==> config.mk <==
export PLATFORM = sky130hd
export DESIGN_NAME = orientation_quaternion_update_flat
export DESIGN_NICKNAME = d
export VERILOG_FILES = /design/src/sv/oqu_pkg.sv /design/src/sv/oqu_in_if.sv /design/src/sv/oqu_out_if.sv /design/src/sv/orientation_quaternion_update.sv /design/src/flat_wrapper.sv
export SDC_FILE = /design/constraint.sdc
export NUM_CORES = 2
export LEC_CHECK = 0
export BUFFER_PORTS_ARGS = -buffer_cell sky130_fd_sc_hd__buf_2
export CAP_MARGIN = 10
export CORE_MARGIN = 2
export CORE_UTILIZATION = 70
export CTS_CLUSTER_SIZE = 16
export DETAILED_ROUTE_END_ITERATION = 16
export PLACE_DENSITY = 0.87
export RECOVER_POWER = 50
export SETUP_SLACK_MARGIN = 0.02
export SYNTH_ARGS = -nofsm -noshare
export SYNTH_HDL_FRONTEND = slang
export SYNTH_SLANG_ARGS = --single-unit
==> constraint.sdc <==
create_clock -name clk -period 22.6 [get_ports clk]
set_input_delay 2.26 -clock clk [delete_from_list [all_inputs] [get_ports clk]]
set_output_delay 2.26 -clock clk [all_outputs]
set_load 0.01 [all_outputs]
==> src/sv/oqu_pkg.sv <==
// Package for the orientation quaternion update: widths, constants, sequencer states and the product term table.
package oqu_pkg;

  localparam int FIELD_W   = 16;
  localparam int FRAC_BITS = 14;
  localparam logic [FIELD_W-1:0] ONE_VAL = FIELD_W'(1) << FRAC_BITS;

  // The largest normalized magnitude lies in [2^NORM_BIT, 2^(NORM_BIT+1)).
  localparam int NORM_BIT = 29;
  localparam int NMAG_W   = NORM_BIT + 1;

  // Product accumulators and raw magnitudes.
  localparam int ACC_W  = 34;
  localparam int MAG_W  = 32;

  // Shared multiplier operands and result.
  localparam int MOP_W  = NMAG_W + 1;
  localparam int MRES_W = 2 * MOP_W;

  // Sum of squares, square root and division.
  localparam int SUM_W  = 2 * NMAG_W + 2;
  localparam int ROOT_W = NMAG_W + 1;
  localparam int QUO_W  = FRAC_BITS + 1;
  localparam int NUM_W  = NMAG_W + FRAC_BITS + 1;

  typedef enum logic [3:0] {
    ST_IDLE,
    ST_MUL,
    ST_MAG,
    ST_NORM,
    ST_SQ,
    ST_SQRT,
    ST_DLOAD,
    ST_DSTEP,
    ST_FWD,
    ST_FIN
  } oqu_state_t;

  // One term of the Hamilton product: orientation word, delta word, subtract.
  typedef struct packed {
    logic [1:0] pi;
    logic [1:0] qi;
    logic       neg;
  } oqu_term_t;

  // Term table, indexed by component * 4 + term.
  function automatic oqu_term_t term_of(input logic [3:0] idx);
    oqu_term_t t;
    unique case (idx)
      4'd0:  t = '{pi: 2'd0, qi: 2'd0, neg: 1'b0};
      4'd1:  t = '{pi: 2'd1, qi: 2'd1, neg: 1'b1};
      4'd2:  t = '{pi: 2'd2, qi: 2'd2, neg: 1'b1};
      4'd3:  t = '{pi: 2'd3, qi: 2'd3, neg: 1'b1};
      4'd4:  t = '{pi: 2'd0, qi: 2'd1, neg: 1'b0};
      4'd5:  t = '{pi: 2'd1, qi: 2'd0, neg: 1'b0};
      4'd6:  t = '{pi: 2'd2, qi: 2'd3, neg: 1'b0};
      4'd7:  t = '{pi: 2'd3, qi: 2'd2, neg: 1'b1};
      4'd8:  t = '{pi: 2'd0, qi: 2'd2, neg: 1'b0};
      4'd9:  t = '{pi: 2'd2, qi: 2'd0, neg: 1'b0};
      4'd10: t = '{pi: 2'd3, qi: 2'd1, neg: 1'b0};
      4'd11: t = '{pi: 2'd1, qi: 2'd3, neg: 1'b1};
      4'd12: t = '{pi: 2'd0, qi: 2'd3, neg: 1'b0};
      4'd13: t = '{pi: 2'd3, qi: 2'd0, neg: 1'b0};
      4'd14: t = '{pi: 2'd1, qi: 2'd2, neg: 1'b0};
      4'd15: t = '{pi: 2'd2, qi: 2'd1, neg: 1'b1};
    endcase
    return t;
  endfunction

endpackage

==> src/sv/oqu_in_if.sv <==
// Request channel carrying one delta quaternion.
interface oqu_in_if;
  logic                                 valid;
  logic                                 ready;
  logic signed [oqu_pkg::FIELD_W-1:0]   delta_w;
  logic signed [oqu_pkg::FIELD_W-1:0]   delta_x;
  logic signed [oqu_pkg::FIELD_W-1:0]   delta_y;
  logic signed [oqu_pkg::FIELD_W-1:0]   delta_z;

  modport source (output valid, delta_w, delta_x, delta_y, delta_z, input ready);
  modport sink   (input valid, delta_w, delta_x, delta_y, delta_z, output ready);
endinterface

==> src/sv/oqu_out_if.sv <==
// Result channel carrying the new orientation, forward term and direction flags.
interface oqu_out_if;
  logic                                 valid;
  logic                                 ready;
  logic signed [oqu_pkg::FIELD_W-1:0]   orient_w;
  logic signed [oqu_pkg::FIELD_W-1:0]   orient_x;
  logic signed [oqu_pkg::FIELD_W-1:0]   orient_y;
  logic signed [oqu_pkg::FIELD_W-1:0]   orient_z;
  logic signed [oqu_pkg::FIELD_W-1:0]   forward_term;
  logic                                 dir_x_negative;
  logic                                 dir_y_negative;

  modport source (output valid, orient_w, orient_x, orient_y, orient_z, forward_term,
                  dir_x_negative, dir_y_negative, input ready);
  modport sink   (input valid, orient_w, orient_x, orient_y, orient_z, forward_term,
                  dir_x_negative, dir_y_negative, output ready);
endinterface

==> src/sv/orientation_quaternion_update.sv <==
// Orientation quaternion update: multiply by a delta quaternion and renormalize.
// The block holds an orientation quaternion in Q2.14 that resets to identity. Each delta
// request is multiplied in (orientation * delta), the product is scaled back to unit
// length, and the new orientation comes out with the forward term 2*y*w and the two
// direction flags. One shared 31x31 multiplier does the sixteen product terms, the four
// squares and the forward term; the square root and the four divisions run bit by bit.
// A request is accepted, then passes through the product, the magnitude step, a shift that
// brings the largest component into range one bit per cycle, the squares, the root, the
// four 15-bit divisions, the forward term and the hand-off. A product of zero length goes
// from the magnitude step to the forward term. The block takes no request while one
// is in progress, but it does take the next one while a finished result still waits on
// the result channel; a second finished result then waits until the first is taken.
module orientation_quaternion_update (
  input  logic             clk,
  input  logic             rst,
  oqu_in_if.sink           delta,
  oqu_out_if.source        result
);

  localparam int FW = oqu_pkg::FIELD_W;
  localparam int FB = oqu_pkg::FRAC_BITS;
  localparam int QW = oqu_pkg::QUO_W;

  oqu_pkg::oqu_state_t state, state_next;
  logic [4:0] step;

  logic signed [FW-1:0]                 qd     [4];
  logic signed [FW-1:0]                 orient [4];
  logic signed [oqu_pkg::ACC_W-1:0]     acc    [4];
  logic [oqu_pkg::MAG_W-1:0]            mag    [4];
  logic [oqu_pkg::MAG_W-1:0]            maxm;

  logic [oqu_pkg::SUM_W-1:0]            sq_rem;
  logic [63:0]                          root;
  logic [oqu_pkg::SUM_W:0]              sbit;

  logic [1:0]                           comp;
  logic [QW-1:0]                        num_lo;
  logic [oqu_pkg::ROOT_W-1:0]           rem;
  logic [QW-1:0]                        quo;

  logic signed [oqu_pkg::MOP_W-1:0]     mul_a, mul_b;
  logic signed [oqu_pkg::MRES_W-1:0]    mul_q;

  logic                                 out_valid;
  logic signed [FW-1:0]                 out_w, out_x, out_y, out_z, out_fwd;
  logic                                 out_dx, out_dy;

  // Combinational helpers.
  oqu_pkg::oqu_term_t                   cur_term, prev_term;
  logic [3:0]                           prev_idx;
  logic [oqu_pkg::MAG_W-1:0]            acc_mag [4];
  logic [oqu_pkg::MAG_W-1:0]            max01, max23, max_all;
  logic                                 prod_zero;
  logic [63:0]                          trial;
  logic                                 trial_ok;
  logic [oqu_pkg::ROOT_W-1:0]           r_val;
  logic [oqu_pkg::NUM_W-1:0]            num;
  logic [oqu_pkg::ROOT_W:0]             rem2;
  logic                                 div_ge;
  logic [QW-1:0]                        quo_next;
  logic [QW-1:0]                        n_sat;
  logic [FW-2:0]                        aw, ay;
  logic [oqu_pkg::MOP_W-1:0]            fsum;
  logic [oqu_pkg::MOP_W-FB-1:0]         fmag;
  logic [FW-1:0]                        fsat;
  logic signed [FW-1:0]                 fwd;
  logic                                 out_free;

  always_comb begin
    cur_term  = oqu_pkg::term_of(step[3:0]);
    prev_idx  = 4'(step - 5'd1);
    prev_term = oqu_pkg::term_of(prev_idx);

    for (int i = 0; i < 4; i++) begin
      acc_mag[i] = acc[i][oqu_pkg::ACC_W-1] ? oqu_pkg::MAG_W'(-acc[i])
                                            : oqu_pkg::MAG_W'(acc[i]);
    end
    max01     = (acc_mag[0] > acc_mag[1]) ? acc_mag[0] : acc_mag[1];
    max23     = (acc_mag[2] > acc_mag[3]) ? acc_mag[2] : acc_mag[3];
    max_all   = (max01 > max23) ? max01 : max23;
    prod_zero = (max_all == '0);

    trial    = root + 64'(sbit);
    trial_ok = 64'(sq_rem) >= trial;

    r_val = root[oqu_pkg::ROOT_W-1:0];
    num   = {1'b0, mag[comp][oqu_pkg::NMAG_W-1:0], FB'(0)}
          + oqu_pkg::NUM_W'(r_val >> 1);

    rem2     = {rem, num_lo[QW-1]};
    div_ge   = rem2 >= {1'b0, r_val};
    quo_next = {quo[QW-2:0], div_ge};
    n_sat    = (quo_next > QW'(oqu_pkg::ONE_VAL)) ? QW'(oqu_pkg::ONE_VAL) : quo_next;

    aw = orient[0][FW-1] ? (FW-1)'(-orient[0]) : (FW-1)'(orient[0]);
    ay = orient[2][FW-1] ? (FW-1)'(-orient[2]) : (FW-1)'(orient[2]);

    // Twice the product, rounded half away from zero on the magnitude.
    fsum = {mul_q[oqu_pkg::MOP_W-2:0], 1'b0} + (oqu_pkg::MOP_W'(1) << (FB - 1));
    fmag = fsum[oqu_pkg::MOP_W-1:FB];
    fsat = (fmag > (oqu_pkg::MOP_W-FB)'(oqu_pkg::ONE_VAL)) ? oqu_pkg::ONE_VAL
                                                           : FW'(fmag);
    fwd  = (orient[0][FW-1] != orient[2][FW-1]) ? -$signed(fsat) : $signed(fsat);

    out_free = !out_valid || result.ready;
  end

  // Operand select for the shared multiplier.
  always_comb begin
    mul_a = '0;
    mul_b = '0;
    unique case (state)
      oqu_pkg::ST_MUL: begin
        mul_a = oqu_pkg::MOP_W'(orient[cur_term.pi]);
        mul_b = oqu_pkg::MOP_W'(qd[cur_term.qi]);
      end
      oqu_pkg::ST_SQ: begin
        mul_a = {1'b0, mag[step[1:0]][oqu_pkg::NMAG_W-1:0]};
        mul_b = {1'b0, mag[step[1:0]][oqu_pkg::NMAG_W-1:0]};
      end
      oqu_pkg::ST_FWD, oqu_pkg::ST_FIN: begin
        // Held through the hand-off so the forward term stays put while it waits.
        mul_a = oqu_pkg::MOP_W'(aw);
        mul_b = oqu_pkg::MOP_W'(ay);
      end
      default: begin
        mul_a = '0;
        mul_b = '0;
      end
    endcase
  end

  always_ff @(posedge clk) begin
    mul_q <= mul_a * mul_b;
  end

  always_ff @(posedge clk) begin
    if (rst) begin
      state <= oqu_pkg::ST_IDLE;
    end else begin
      state <= state_next;
    end
  end

  always_comb begin
    state_next  = state;
    delta.ready = 1'b0;
    unique case (state)
      oqu_pkg::ST_IDLE: begin
        delta.ready = 1'b1;
        if (delta.valid) state_next = oqu_pkg::ST_MUL;
      end
      oqu_pkg::ST_MUL: begin
        if (step == 5'd16) state_next = oqu_pkg::ST_MAG;
      end
      oqu_pkg::ST_MAG: begin
        state_next = prod_zero ? oqu_pkg::ST_FWD : oqu_pkg::ST_NORM;
      end
      oqu_pkg::ST_NORM: begin
        if (maxm[oqu_pkg::MAG_W-1:oqu_pkg::NORM_BIT+1] == '0 && maxm[oqu_pkg::NORM_BIT])
          state_next = oqu_pkg::ST_SQ;
      end
      oqu_pkg::ST_SQ: begin
        if (step == 5'd4) state_next = oqu_pkg::ST_SQRT;
      end
      oqu_pkg::ST_SQRT: begin
        if (step == 5'd31) state_next = oqu_pkg::ST_DLOAD;
      end
      oqu_pkg::ST_DLOAD: begin
        state_next = oqu_pkg::ST_DSTEP;
      end
      oqu_pkg::ST_DSTEP: begin
        if (step == 5'(QW - 1))
          state_next = (comp == 2'd3) ? oqu_pkg::ST_FWD : oqu_pkg::ST_DLOAD;
      end
      oqu_pkg::ST_FWD: begin
        state_next = oqu_pkg::ST_FIN;
      end
      oqu_pkg::ST_FIN: begin
        if (out_free) state_next = oqu_pkg::ST_IDLE;
      end
      default: begin
        state_next = oqu_pkg::ST_IDLE;
      end
    endcase
  end

  // Sequencer step counter restarts on every state change.
  always_ff @(posedge clk) begin
    if (rst) begin
      step <= '0;
    end else if (state_next != state) begin
      step <= '0;
    end else begin
      step <= step + 5'd1;
    end
  end

  always_ff @(posedge clk) begin
    if (rst) begin
      orient[0] <= $signed(oqu_pkg::ONE_VAL);
      orient[1] <= '0;
      orient[2] <= '0;
      orient[3] <= '0;
      comp      <= '0;
    end else begin
      unique case (state)
        oqu_pkg::ST_IDLE: begin
          if (delta.valid) begin
            qd[0] <= delta.delta_w;
            qd[1] <= delta.delta_x;
            qd[2] <= delta.delta_y;
            qd[3] <= delta.delta_z;
            for (int i = 0; i < 4; i++) acc[i] <= '0;
            comp <= '0;
          end
        end
        oqu_pkg::ST_MUL: begin
          // The multiplier output is registered, so each step accumulates the term at prev_idx.
          if (step != 5'd0) begin
            if (prev_term.neg)
              acc[prev_idx[3:2]] <= acc[prev_idx[3:2]] - oqu_pkg::ACC_W'(mul_q);
            else
              acc[prev_idx[3:2]] <= acc[prev_idx[3:2]] + oqu_pkg::ACC_W'(mul_q);
          end
        end
        oqu_pkg::ST_MAG: begin
          for (int i = 0; i < 4; i++) mag[i] <= acc_mag[i];
          maxm <= max_all;
          if (prod_zero) begin
            orient[0] <= $signed(oqu_pkg::ONE_VAL);
            orient[1] <= '0;
            orient[2] <= '0;
            orient[3] <= '0;
          end
        end
        oqu_pkg::ST_NORM: begin
          if (maxm[oqu_pkg::MAG_W-1:oqu_pkg::NORM_BIT+1] != '0) begin
            for (int i = 0; i < 4; i++) mag[i] <= mag[i] >> 1;
            maxm <= maxm >> 1;
          end else if (!maxm[oqu_pkg::NORM_BIT]) begin
            for (int i = 0; i < 4; i++) mag[i] <= mag[i] << 1;
            maxm <= maxm << 1;
          end
        end
        oqu_pkg::ST_SQ: begin
          if (step == 5'd0) begin
            sq_rem <= '0;
          end else begin
            sq_rem <= sq_rem + oqu_pkg::SUM_W'(mul_q);
          end
          root <= '0;
          sbit <= (oqu_pkg::SUM_W+1)'(1) << oqu_pkg::SUM_W;
        end
        oqu_pkg::ST_SQRT: begin
          if (trial_ok) begin
            sq_rem <= oqu_pkg::SUM_W'(64'(sq_rem) - trial);
            root   <= (root >> 1) + 64'(sbit);
          end else begin
            root   <= root >> 1;
          end
          sbit <= sbit >> 2;
        end
        oqu_pkg::ST_DLOAD: begin
          rem    <= oqu_pkg::ROOT_W'(num[oqu_pkg::NUM_W-1:QW]);
          num_lo <= num[QW-1:0];
          quo    <= '0;
        end
        oqu_pkg::ST_DSTEP: begin
          rem    <= div_ge ? oqu_pkg::ROOT_W'(rem2 - {1'b0, r_val})
                           : oqu_pkg::ROOT_W'(rem2);
          quo    <= quo_next;
          num_lo <= num_lo << 1;
          if (step == 5'(QW - 1)) begin
            orient[comp] <= acc[comp][oqu_pkg::ACC_W-1] ? -$signed(FW'(n_sat))
                                                        : $signed(FW'(n_sat));
            comp <= comp + 2'd1;
          end
        end
        default: begin
        end
      endcase
    end
  end

  // Result register; a finished result waits here until the sink takes it.
  always_ff @(posedge clk) begin
    if (rst) begin
      out_valid <= 1'b0;
    end else if (state == oqu_pkg::ST_FIN && out_free) begin
      out_valid <= 1'b1;
    end else if (result.ready) begin
      out_valid <= 1'b0;
    end
  end

  always_ff @(posedge clk) begin
    if (state == oqu_pkg::ST_FIN && out_free) begin
      out_w   <= orient[0];
      out_x   <= orient[1];
      out_y   <= orient[2];
      out_z   <= orient[3];
      out_fwd <= fwd;
      out_dx  <= ay > (FW-1)'(3 * (oqu_pkg::ONE_VAL >> 2));
      out_dy  <= aw < (FW-1)'(oqu_pkg::ONE_VAL >> 1);
    end
  end

  assign result.valid          = out_valid;
  assign result.orient_w       = out_w;
  assign result.orient_x       = out_x;
  assign result.orient_y       = out_y;
  assign result.orient_z       = out_z;
  assign result.forward_term   = out_fwd;
  assign result.dir_x_negative = out_dx;
  assign result.dir_y_negative = out_dy;

endmodule

==> src/flat_wrapper.sv <==
// flat-port wrapper written by rule: the top's interface ports become plain ports
module orientation_quaternion_update_flat 
  (clk, rst, delta_valid, delta_delta_w, delta_delta_x, delta_delta_y, delta_delta_z, delta_ready, result_valid, result_orient_w, result_orient_x, result_orient_y, result_orient_z, result_forward_term, result_dir_x_negative, result_dir_y_negative, result_ready);
  oqu_in_if delta_i ();
  oqu_out_if result_i ();
  input  logic clk;
  input  logic rst;
  input wire logic [$bits(delta_i.valid)-1:0] delta_valid;
  input wire logic [$bits(delta_i.delta_w)-1:0] delta_delta_w;
  input wire logic [$bits(delta_i.delta_x)-1:0] delta_delta_x;
  input wire logic [$bits(delta_i.delta_y)-1:0] delta_delta_y;
  input wire logic [$bits(delta_i.delta_z)-1:0] delta_delta_z;
  output wire logic [$bits(delta_i.ready)-1:0] delta_ready;
  output wire logic [$bits(result_i.valid)-1:0] result_valid;
  output wire logic [$bits(result_i.orient_w)-1:0] result_orient_w;
  output wire logic [$bits(result_i.orient_x)-1:0] result_orient_x;
  output wire logic [$bits(result_i.orient_y)-1:0] result_orient_y;
  output wire logic [$bits(result_i.orient_z)-1:0] result_orient_z;
  output wire logic [$bits(result_i.forward_term)-1:0] result_forward_term;
  output wire logic [$bits(result_i.dir_x_negative)-1:0] result_dir_x_negative;
  output wire logic [$bits(result_i.dir_y_negative)-1:0] result_dir_y_negative;
  input wire logic [$bits(result_i.ready)-1:0] result_ready;
  assign delta_i.valid = delta_valid;
  assign delta_i.delta_w = delta_delta_w;
  assign delta_i.delta_x = delta_delta_x;
  assign delta_i.delta_y = delta_delta_y;
  assign delta_i.delta_z = delta_delta_z;
  assign delta_ready = delta_i.ready;
  assign result_valid = result_i.valid;
  assign result_orient_w = result_i.orient_w;
  assign result_orient_x = result_i.orient_x;
  assign result_orient_y = result_i.orient_y;
  assign result_orient_z = result_i.orient_z;
  assign result_forward_term = result_i.forward_term;
  assign result_dir_x_negative = result_i.dir_x_negative;
  assign result_dir_y_negative = result_i.dir_y_negative;
  assign result_i.ready = result_ready;
  orientation_quaternion_update u_core (.clk(clk), .rst(rst), .delta(delta_i), .result(result_i));
endmodule
* Word level (Yosys, flattened, before mapping) *
Memory sizes are Yosys's and may differ from the RTL's. A register that Yosys moved wholly into a read port is not among the register bits.
Index checks and enable logic that the tools add are counted.

cells by class
  $add $sub $neg = 20
  multipliers = 1
  divide/modulo/power cells = 0
  magnitude comparators = 9
  equality and inequality tests = 20
  shift-type cells = 0
  muxes and demuxes = 105
  bitwise operators = 14
  reduce and logical (&&, ||, !) cells = 25

operators by type and width
  operator                                          number
  32-bit 2-to-1 mux                                 17
  31-bit case mux with 3 select lines               2
  16-bit 2-to-1 mux                                 8
  32-bit negation                                   4
  64-bit case mux with 2 select lines               1
  63-bit case mux with 2 select lines               1
  62-bit 2-to-1 mux                                 2
  62-bit case mux with 2 select lines               1
  32-bit > comparator                               3
  34-bit 2-to-1 mux                                 2
  63-bit by 63-bit adder with 64-bit output         1
  64-bit by 63-bit adder with 64-bit output         1
  62-bit by 64-bit >= comparator with 1-bit output  1
  64-bit 2-to-1 mux                                 1
  32-bit case mux with 2 select lines               1
  62-bit adder                                      1
  31-bit by 31-bit multiplier with 62-bit output    1
  31-bit case mux with 2 select lines               1
  62-bit subtractor                                 1
  44-bit by 30-bit adder with 45-bit output         1
  15-bit 2-to-1 mux                                 3
  1-bit 2-to-1 mux                                  41
  4-bit 2-to-1 mux                                  10
  4-bit case mux with 10 select lines               1
  other kinds (49)                                  88

storage, ports and cells
  register bits = 405
  bits in latches = 0
  RAM bits = 392
  memory bits (read-only) = 160
  bits of input ports = 68
  output and inout port bits = 84
  logic and storage cells = 218
  memories kept = 6

memories
  name             depth  bits a word  rd ports  clocked after memory_dff  wr ports  RTL line                             source
  u_core.acc       4      34           6         1                         4         orientation_quaternion_update.sv:29  logic signed [oqu_pkg::ACC_W-1:0] acc [4];
  u_core.mag       4      32           6         2                         4         orientation_quaternion_update.sv:30  logic [oqu_pkg::MAG_W-1:0] mag [4];
  (no name shown)  16     5            1         1                         0         oqu_pkg.sv:49                        unique case (idx)
  (no name shown)  16     5            1         0                         0         oqu_pkg.sv:49
  u_core.orient    4      16           5         2                         4         orientation_quaternion_update.sv:28  logic signed [FW-1:0] orient [4];
  u_core.qd        4      16           1         0                         4         orientation_quaternion_update.sv:27  logic signed [FW-1:0] qd [4];

* Depth between registers and ports, before layout *
An unclocked memory read counts as a cell.

  depth in word-level cells = 14
  depth in mapped cells = 39
  depth with buffers taken out = 37

* Least setup slack after synthesis *
Ideal clock, no wire load.

  path kind = input-to-reg
  start point = in rst
  end point = reg u_core.sq_rem[0] (netlist bit) (enable)
  library setup time = 576 ps
  arrival time = 13917 ps
  data required time = 22024 ps
  path slack = 8106 ps
  cell stages on the path = 3
  buffers on the path = 1
  path through = clkbuf_1 > nor3_1 > a21boi_0

on the way
  word-level cells in the longest chain between the ends = 2

RTL lines
  element                               RTL line                              source
  start, declared                       flat_wrapper.sv:7                     input logic rst;
  1-bit inverter (no source line)       --
  3-bit AND reduction (no source line)  --
  end signal, assigned                  orientation_quaternion_update.sv:251  sq_rem <= sq_rem + oqu_pkg::SUM_W'(mul_q);
  end signal, assigned                  orientation_quaternion_update.sv:258  sq_rem <= oqu_pkg::SUM_W'(64'(sq_rem) - trial);
  end, declared                         orientation_quaternion_update.sv:33   logic [oqu_pkg::SUM_W-1:0] sq_rem;

Every way passes these cells.
A chain may end at the register's enable or synchronous reset.

==> results.json <==
{
  "violations": "max-capacitance violations, max-slew violations",
  "wl_mm": 318,
  "netlist_area_um2": 90400,
  "timing.critical_path.from": "u_core.step[0]",
  "seq_power_share_pct": 27.7,
  "dr.pass1.iters": 9,
  "clock_sinks": 804,
  "grt_start_max_net_pins": 78,
  "synthFlopType": "sky130_fd_sc_hd__edfxtp_1",
  "timing.critical_path.max_delay_family": "buffers and inverters",
  "grt_overflow_total": 0,
  "syn_to_final_growth_pct": 6.06,
  "slew_headroom_pct": -188,
  "final_layout_size_suffix_gt1_share_pct": 6.06,
  "postSynthRegisterBits": 804,
  "rows": 131,
  "place.port_buffers": 151,
  "vias_per_cell": 6.87,
  "critPathBufInv": 8,
  "groute.usage.overall_pct": 48.2,
  "wirelength_per_cell_um": 28.1,
  "finalWorstSetupSlack_ns": 9.25,
  "vias": 77700,
  "switching_share_pct": 43.5,
  "final_max_slew_viol_count": 1194,
  "dp_hpwl_mm": 240,
  "drt_drc_violations_left": 0,
  "synth.area.top_cells": "sky130_fd_sc_hd__edfxtp_1 (24%), sky130_fd_sc_hd__fa_1 (23%), sky130_fd_sc_hd__ha_1 (7.8%)",
  "synth_area_per_cell_um2": 9.41,
  "max_stage_delay_ns": 2.37,
  "postSynthNetCount": 11300,
  "clock_tree.htree_level_count": 3,
  "switchingPower_mw": 2.94,
  "final_count_of_negative_setup_slack_endpoints": 0,
  "tritoncts_buffers": 93,
  "count_of_hold_fix_buffers_inserted_at_cts": 0,
  "synth.distinct_cells": 86,
  "power-per-cell-area_nw_per_um2": 70.6,
  "clockBufferDepth": 3,
  "run_status": "finished, violations left",
  "clk_transition_reported_paths_ns": 0.06,
  "fmax_mhz": 74.9,
  "detailedRoute.firstIterationViolations": 10900,
  "post-route-period-util_pct": 59.1,
  "worstSetupEndpoint": "u_core.mul_q[61]",
  "synth.largest_area_cell": "sky130_fd_sc_hd__edfxtp_1",
  "cts_resized": 0,
  "worst_r2r_startpoint": "u_core.step[0]",
  "clockPowerShare_pct": 23.4,
  "gp_congestion": 1.07,
  "timing.clock.skew_ns": 0.0863,
  "finalWorstPathRequiredPeriod_ns": 13.35,
  "cts_post_setup_buffers_inserted": 0,
  "maximum_capacitance_violations": 28,
  "timing.critical_path.from_type": "flop",
  "final.hold.worst_slack_ns": 0.481,
  "grt_setup_unrepaired": "no",
  "count_of_synthesis_stage_warnings_from_yosys": 0,
  "die-area_um2": 132000,
  "grt_pass1_vias": 77700,
  "total_leakage_power_nw": 40.6,
  "fp.coreArea_um2": 128000,
  "totalNegativeSetupSlack_ns": 0,
  "worstRegToRegCells": 33,
  "r2r_slack_ns": 9.25,
  "crit_cells": 33,
  "postSynthCellCount": 9605,
  "slowest_stage": "sky130_fd_sc_hd__clkbuf_1",
  "start_util_pct": 70.7,
  "io-pin-count": 152,
  "final_antenna_violating_net_count": 0,
  "die_width_um": 363,
  "die_y_um": 363,
  "synth_async_sr_flop_share_pct": 0,
  "worst_ep_required_time_ns": 23.12,
  "maximum_net_fanout_on_the_critical_path": 42,
  "totalPowerFinal_mw": 6.76,
  "end_kind": "flop",
  "power.share.combinational_pct": 49.0,
  "p_int_mw": 3.82,
  "tritoncts": "yes",
  "worst_ir_drop_vdd_v": 0.0000750,
  "clock_latency_ns": 0.74,
  "cts-root-buf": "sky130_fd_sc_hd__clkbuf_16",
  "synth_sequential_area_ratio_pct": 25.8,
  "synth_edf_count": 721,
  "critical_path_class": "reg2reg",
  "detailedPlace.worstSlack_ns": 11.29,
  "yosys.cell_count.top_type": "sky130_fd_sc_hd__nand2_1",
  "synth_common_cells": "sky130_fd_sc_hd__nand2_1 (1378), sky130_fd_sc_hd__inv_1 (1213), sky130_fd_sc_hd__fa_1 (1023)",
  "timing.critical_path.mode_cell": "sky130_fd_sc_hd__fa_1",
  "antenna_violations_before_repair": 19,
  "grt_pass1_wl_mm": 472,
  "synth.top_cell.area_share_pct": 24.0,
  "regToRegEndpoint": "u_core.mul_q[61]",
  "holdCritPathClass": "reg2reg",
  "hold_viol_final": 0,
  "finalNetCount": 11200,
  "arrival_ns": 13.87,
  "timing_worst_slew_pin_value_ns": 4.32
}
==> cells in the final DEF (no fill, tap or decap), drive strengths merged, types with 223 or more instances in the layout <==
cell,n
a21oi,553
clkbuf,223
edfxtp,721
fa,1023
ha,563
inv,1223
nand2,1378
nor2,665
o21ai,419
xnor2,282
xor2,296
==> sequential cells by signal (all words and copies together), names as in the netlist, 62 cells and up, named ones only <==
signal and cells:
u_core.acc 136, u_core.mag 128, u_core.orient 64, u_core.qd 64, u_core.root 64, u_core.mul_q 62
u_core.sq_rem 62
==> power groups by stage <==
stage / combinational (mW) / sequential, mW / clock, mW
after floorplan: 2.20 / 1.79 / 0
after global placement: 3.11 / 1.89 / 0
after detailed placement: 3.18 / 1.89 / 0
after CTS: 3.21 / 1.86 / 1.57
after global routing: 3.55 / 1.87 / 1.63
final: 3.31 / 1.87 / 1.58
==> cell type report <==
cell class                      instances  area [µm²]
Sequential cell                       804       23300
Tap cell                             1662        2080
Fill cell                            8894       32000
Clock inverter                         64         658
Clock buffer                          109        2480
Timing Repair Buffer                  306        1720
Multi-Input combinational cell       7146       61000
Antenna cell                           11        27.5
Inverter                             1214        4560
==> layer usage <==
metal / share of wire, % / vias to the layer above / track usage, %
li1: - / 32500 / -
met1: 34 / 37400 / 60.6
met2: 42 / 6128 / 69.8
met3: 14 / 1716 / 14.7
met4: 9.9 / 20 / 38.0
met5: 0.048 / - / 0
==> through the flow <==
stage | cells | area (µm²) | util [%]
floorplan | 9605 | 90400 | -
global placement | 11100 | 92900 | 72.7
detailed placement | 11100 | 92900 | 72.7
CTS | 11300 | 96100 | 75.2
global route | 11300 | 95800 | 75.0
finish | 11300 | 95900 | 75.0
==> kinds of logic after synthesis <==
group	Yosys count	synth area share [%]
buffers and inverters	1655	6.88
XOR/XNOR	578	5.61
adder cells (fa/ha/maj)	1586	30.5
AO/OA/AOI/OAI	1796	12.4
flip-flops	804	25.8
multiplexers	212	4.08
AND/OR/NAND/NOR	2974	14.8
==> how the worst min path moves through the flow <==
stage | from | endpoint | cells past startpoint
2_1_floorplan | u_core.orient[1][15] | u_core.result.orient_x[15] | 0
3_3_place_gp | u_core.orient[3][14] | u_core.result.orient_z[14] | 0
3_5_place_dp | u_core.orient[1][1] | u_core.result.orient_x[1] | 0
4_1_cts | u_core.orient[1][8] | u_core.result.orient_x[8] | 0
5_1_grt | u_core.orient[3][6] | u_core.result.orient_z[6] | 0
6_report | u_core.orient[3][6] | u_core.result.orient_z[6] | 0
==> worst register-to-register path, delay by kind of cell, from the launching register on <==
family	cells	cell delay, ns
AO/OA/AOI/OAI	10	2.64
XOR/XNOR	1	0.10
adder cells (fa/ha/maj)	9	3.82
buffers and inverters	8	4.58
flip-flops	1	0.37
multiplexers	1	0.52
AND/OR/NAND/NOR	4	1.14
Note: power is estimated with default switching activity, not from simulation.
